## config.mk

```make
export PLATFORM = sky130hd
export DESIGN_NAME = srt_cell
export DESIGN_NICKNAME = d
export VERILOG_FILES = /design/src/rtl/srt_pkg.sv /design/src/rtl/srt_cell.sv
export SDC_FILE = /design/constraint.sdc
export NUM_CORES = 1
export LEC_CHECK = 0
export BUFFER_PORTS_ARGS = -buffer_cell sky130_fd_sc_hd__buf_2
export CORE_AREA = 2 2 137 139
export DETAILED_ROUTE_END_ITERATION = 6
export DIE_AREA = 0 0 139 141
export PLACE_DENSITY = 0.66
export RECOVER_POWER = 25
export SLEW_MARGIN = 10
export SYNTH_ARGS = -nofsm -noshare
export SYNTH_HDL_FRONTEND = slang
export SYNTH_SLANG_ARGS = --single-unit
export TNS_END_PERCENT = 1
```

## constraint.sdc

```tcl
create_clock -name clk -period 15.95 [get_ports clk]
set_input_delay 1.595 -clock clk [delete_from_list [all_inputs] [get_ports clk]]
set_output_delay 1.595 -clock clk [all_outputs]
set_load 0.03 [all_outputs]
```

## src/rtl/srt_pkg.sv

```systemverilog
// Shared types and constants of the sorted record table
package srt_pkg;

  localparam int MODE_W   = 2;
  localparam int POSTAL_W = 20;
  localparam int ID_W     = 47;
  localparam int STATUS_W = 2;
  localparam int POS_W    = 5;
  localparam int COUNT_W  = 6;

  // request word: mode, postal_index, mail_id
  localparam int IN_MODE_LSB   = 0;
  localparam int IN_POSTAL_LSB = IN_MODE_LSB + MODE_W;
  localparam int IN_ID_LSB     = IN_POSTAL_LSB + POSTAL_W;
  localparam int IN_BITS       = IN_ID_LSB + ID_W;
  localparam int IN_W          = ((IN_BITS + 7) / 8) * 8;

  // result word: status, position, found_postal_index, found_sent, entry_count
  localparam int OUT_STATUS_LSB = 0;
  localparam int OUT_POS_LSB    = OUT_STATUS_LSB + STATUS_W;
  localparam int OUT_POSTAL_LSB = OUT_POS_LSB + POS_W;
  localparam int OUT_SENT_LSB   = OUT_POSTAL_LSB + POSTAL_W;
  localparam int OUT_COUNT_LSB  = OUT_SENT_LSB + 1;
  localparam int OUT_BITS       = OUT_COUNT_LSB + COUNT_W;
  localparam int OUT_W          = ((OUT_BITS + 7) / 8) * 8;

  typedef enum logic [MODE_W-1:0] {
    OP_INSERT = 2'd0,
    OP_DELETE = 2'd1,
    OP_LOOKUP = 2'd2,
    OP_MARK   = 2'd3
  } op_t;

  typedef enum logic [STATUS_W-1:0] {
    ST_OK      = 2'd0,
    ST_DUP     = 2'd1,
    ST_MISSING = 2'd2,
    ST_FULL    = 2'd3
  } status_t;

  typedef enum logic {
    S_IDLE  = 1'b0,
    S_APPLY = 1'b1
  } state_t;

  typedef struct packed {
    logic [POSTAL_W-1:0] postal;
    logic [ID_W-1:0]     id;
    logic                sent;
  } entry_t;

  // key broadcast to every cell when a request is taken
  typedef struct packed {
    logic                en;
    logic [POSTAL_W-1:0] postal;
    logic [ID_W-1:0]     id;
  } cmp_t;

  // update broadcast in the apply state, when the result is committed
  typedef struct packed {
    logic                go;
    op_t                 op;
    logic [POSTAL_W-1:0] postal;
    logic [ID_W-1:0]     id;
  } upd_t;

  // per-cell compare results
  typedef struct packed {
    logic match;
    logic high;
    logic ins_here;
  } flags_t;

endpackage

```

## src/rtl/srt_cell.sv

```systemverilog
// One slot of the sorted table: holds an entry, compares it and shifts with its neighbors
module srt_cell #(
  parameter int IDX   = 0,
  parameter int CNT_W = 6
) (
  input  logic               clk,
  input  logic               rst_n,
  input  logic [CNT_W-1:0]   count,
  input  srt_pkg::cmp_t      cmp,
  input  srt_pkg::upd_t      upd,
  input  logic               del_sel,
  input  logic               high_prev,
  input  srt_pkg::entry_t    left_entry,
  input  srt_pkg::entry_t    right_entry,
  output srt_pkg::entry_t    entry,
  output srt_pkg::flags_t    flags
);
  import srt_pkg::*;

  entry_t entry_r, entry_nxt;
  logic   match_r, match_nxt;
  logic   high_r, high_nxt;
  logic   valid;
  logic   greater;

  assign valid = count > CNT_W'(IDX);

  always_comb begin
    greater = (entry_r.postal != cmp.postal) ? (entry_r.postal > cmp.postal)
                                             : (entry_r.id > cmp.id);
    match_nxt = match_r;
    high_nxt  = high_r;
    if (cmp.en) begin
      match_nxt = valid && (entry_r.id == cmp.id);
      // slots at or past the insertion point; monotonic along the row
      high_nxt  = !valid || greater;
    end
  end

  always_comb begin
    entry_nxt = entry_r;
    if (upd.go) begin
      unique case (upd.op)
        OP_INSERT: begin
          if (high_r && !high_prev) begin
            entry_nxt.postal = upd.postal;
            entry_nxt.id     = upd.id;
            entry_nxt.sent   = 1'b0;
          end else if (high_prev) begin
            entry_nxt = left_entry;
          end
        end
        OP_DELETE: begin
          if (del_sel) entry_nxt = right_entry;
        end
        OP_MARK: begin
          if (match_r) entry_nxt.sent = 1'b1;
        end
        OP_LOOKUP: begin
          entry_nxt = entry_r;
        end
        default: entry_nxt = entry_r;
      endcase
    end
  end

  always_ff @(posedge clk) begin
    entry_r <= entry_nxt;
    if (!rst_n) begin
      match_r <= 1'b0;
      high_r  <= 1'b0;
    end else begin
      match_r <= match_nxt;
      high_r  <= high_nxt;
    end
  end

  assign entry          = entry_r;
  assign flags.match    = match_r;
  assign flags.high     = high_r;
  assign flags.ins_here = high_r && !high_prev;

endmodule

```

**Word-level counts from Yosys, hierarchy flattened**

Index checks and enable logic that the tools add are counted.

- Logic and storage cells: 33
- Output and inout port bits: 71
- Register bits after elaboration: 70

- Bitwise operators: 1
- Reduce and logical (&&, ||, !) cells: 9
- Eq/ne operators: 8
- Muxes and demuxes: 7
- Order comparisons: 3

Operators with widths:

| operator | count |
|---|---|
| 68-bit two-way mux | 3 |
| 67-bit one-hot mux with 2 select lines | 1 |
| 47-bit == test | 1 |
| 47-bit greater-than comparator | 1 |
| 20-bit greater-than comparator | 1 |
| 20-bit inequality test | 1 |
| 6-bit by 1-bit greater-than comparator with 1-bit output, second input constant | 1 |
| 5-bit AND reduction | 1 |
| 2-bit == test, second input constant | 2 |
| 2-bit inequality test, second input constant | 2 |
| 4-bit AND reduction | 1 |
| 3-bit inequality test, second input constant | 1 |
| 1-bit one-hot mux with 3 select lines | 1 |
| 2-bit by 1-bit == test with 1-bit output, second input constant | 1 |
| 1-bit logical AND | 2 |
| 1-bit zero test | 2 |
| 2-bit zero test | 1 |
| 1-bit two-way mux | 2 |
| 2-bit nonzero test | 1 |
| 1-bit logical OR | 1 |
| 1-bit NOT | 1 |

**Depth between registers and ports, before layout**

- Depth in word-level cells: 4
- Mapped depth: 8
- Depth with buffers taken out: 8

**Worst setup path after synthesis**

No wires, ideal clock.

- Kind: in2reg
- Start point: input high_prev
- End point: register entry_r, in the netlist entry[10] (enable)
- Path slack: 8.720 ns
- Path buffers: 0
- Setup time: 0.590 ns
- Stages on the path: 4
- Arrival: 6.640 ns
- Data required time: 15.360 ns
- Cells stage by stage: nor2_1 -> nor2_1 -> a21oi_1 -> nor3b_1

- Word-level cells in the longest chain between the ends: 4

Ends and longest elaborated chain:

| item | RTL line | source |
|---|---|---|
| from (decl) | srt_cell.sv:12 | `input logic high_prev,` |
| 1-bit zero test | srt_cell.sv:45 | `if (high_r && !high_prev) begin` |
| 1-bit logical AND | srt_cell.sv:45 |  |
| 3-bit inequality test (no line) (*) | n/a |  |
| 4-bit AND reduction (no line) (*) | n/a |  |
| to (signal assigned) | srt_cell.sv:68 | `entry_r <= entry_nxt;` |
| to (decl) | srt_cell.sv:20 | `entry_t entry_r, entry_nxt;` |

Every way passes the cells marked *; elsewhere a longest branch is shown, timed or not.
A chain may end at the register's enable or synchronous reset.

==> flow_summary.yaml <==
synth:
  async_flop_share: 0
  synth_area_mm2: 0.005325
  synth.largest_area_cell: "edfxtp_1"
  yosysSeqAreaShare: 0.3910
  synth_cell_types: 41
  synth.top_cell.area_share: 0.3835
  syn-num-nets: 910
  synth_area_leaders: "edfxtp_1 (38%), ha_1 (16%), mux2i_1 (13%), o21ai_0 (7.0%), nand2_1 (5.7%)"
  yosys_warnings: 0
  syn_area_per_cell_um2: 9.526
  synth-seq-cells: 70
  syn_inst: 559
  yosysMostFrequentCell: "nand2_1"
  synth-edff-count: 68
  synth_commonest_cells: "nand2_1 (81), o21ai_0 (75), inv_1 (70), edfxtp_1 (68)"
  synthFlopType: "edfxtp_1"
timing:
  tightest_slew_ns: 0.9269
  setup_viol: 0
  grt_setup_unrepaired: "false"
  relSlewSlack: 0.3821
  timing.final.hold_violations: 0
  fmaxAchievable_ghz: 0.2735
  skew_ns: 0.005441
  slew_viol_final: 0
  min_period_ns: 3.656
  tns_ns: 0
  finalWorstSetupSlack_ns: 12.29
  fin_crit_sh: 0.2292
cts:
  cts.sinks: 70
  clk_pin_slew_worst_paths_ns: 0.05
  cts_hold_buf: 0
  cts_inserted_buffers: 9
  cts_root_buffer: "clkbuf_16"
  cts_resized: 0
  post_cts_buffers: 0
  cts_max_level: 3
  cts_tree: "built"
  clk_path_buf_depth: 2
  worstSkewPairLatency_ns: 0.33
floorplanning:
  ios: 355
  core_mm2: 0.01827
  start_util: 0.2915
  die_width_um: 139
  die_area_mm2: 0.01960
  die_h_um: 141
  num_rows: 50
flow_run:
  cap_violations: 0
final_layout:
  ff_latch_area_mm2: 0.002082
  final_area_mm2: 0.007493
  finalNetCount: 1254
  multiInputGateArea_mm2: 0.002877
  n_antenna_cell: 0
  area_growth_pct: 40.72
  final_cells: 1139
  fillers: 1857
  drive_gt1_frac: 0.3613
critical_path:
  worst-setup-path-type: "in -> out"
  startpoint_type: "input pin"
  cpPeakStageDelay_ns: 0.22
  crit_family: "buffers and inverters"
  crit_required_ns: 14.36
  worstPathCellList: "buf_2 > nor2b_4 > buf_2"
  worst_setup_path_end_kind: "primary output"
  crit_fanout: 2
  crit_buf_inv: 2
  slowest_stage: "buf_2"
  crit_path_frequent_cell: "buf_2"
  cp_data_arrival_time_ns: 2.06
drt:
  route.antenna.remaining_nets: 0
  via_per_inst: 4.541
  vias: 5172
  drc: 0
  first_iter_violations: 171
  wl_per_cell_um: 14.95
  wirelength_um: 17030
  dr.pass1.iters: 4
place:
  hpwl_um: 14250
  post_dp_cell_area_mm2: 0.007316
  portBuffers: 354
  pre_cts_slack_ns: 12.15
  globalplace.congestion: 0.8262
  dp_cells: 1126
global_route:
  groute.usage.overall: 0.1666
  grt_pass1_vias: 5111
  grt_pass1_wl_um: 25590
  grt_antenna_before_repair: 0
  grt_max_degree: 96
  grt_overflow_total: 0
power_and_ir_drop:
  p_leak_uw: 0.003558
  ir_worst_vdd_v: 0.00004990
  powerDensity_mw_per_mm2: 69.39
  total_power_uw: 520.0
outcome:
  status: "completed"
hold_path:
  hold_path_class: "reg -> reg"
-- per-layer routing --
| layer | up-vias | track usage | wire (um) |
|---|---|---|---|
| met5 | - | 0 | 0 |
| met4 | 0 | 0.05582 | 354 |
| met3 | 23 | 0.04416 | 991 |
| met2 | 177 | 0.2919 | 8448 |
| met1 | 2288 | 0.1988 | 7235 |
| li1 | 2684 | - | - |
-- worst paths after layout --
check	start	slack (ns)	to	cells after the start
worst max register to register	high_r	13.56	entry[11]	5
worst max-delay path	high_prev	12.29	flags[0]	3
worst min register to register	match_r	0.68	match_r	2
worst min-delay path	match_r	0.68	match_r	2
-- state kept, by name, summed over array words and instances, names as in the netlist --
register and cells:
entry 68, match_r 1, high_r 1
-- cell usage in the layout, fill, tap and decap left out, types with 3 or more instances in the layout --
cell type  netlist  final
nand4_1         11     11
nand3_1          7      7
clkbuf_1         9     52
nand2_1         81     81
a21oi_1         28     28
a21o_1           8      8
nor3_1           4      4
clkbuf_16        0      9
edfxtp_1        68     68
mux2i_1         67     67
nor2_1          11     11
buf_2           12    302
o21ai_0         75     75
nor2b_1          5      3
o211ai_1         3      3
buf_4            4      4
inv_1           70     70
ha_1            67     67
-- worst reg2reg max path, stage by stage, from the launching register on --
cell and delay (ns):
dfxtp_1 0.40, nor2b_4 0.19, buf_4 0.47, buf_4 0.64, mux2i_1 0.29, o21ai_0 0.11
-- final cells by class --
class | instances | share of cell area
multi-input cells | 394 | 0.3839
clock buffers | 9 | 0.03006
inverters | 70 | 0.03506
flip-flops and latches | 70 | 0.2778
well taps | 234 | 0.03907
repair buffers | 358 | 0.2318
clock inverters | 4 | 0.002338
-- cell families after synthesis --
logic type      after synthesis  synth area share
compound gates              131            0.1400
flops                        70            0.3910
fa+ha+maj                    67            0.1574
buf+inv                      95           0.07260
mux                          68            0.1281
simple gates                128            0.1109
-- through the flow --
stage	hold slack (ns)	util
6_report	0.6797	0.4102
5_1_grt	0.6923	0.4102
4_1_cts	0.6904	0.4138
3_5_place_dp	0.6808	0.4005
3_3_place_gp	0.6751	0.4005
2_1_floorplan	0.5261	-
-- where the power goes --
group / total, uW / switching, uW / internal [uW]
Combinational: 128 / 70.3 / 58.2
Sequential: 218 / 4.53 / 214
Clock: 173 / 72.4 / 101
Total: 520 / 147 / 373
Power figures use the tool's default switching activity.
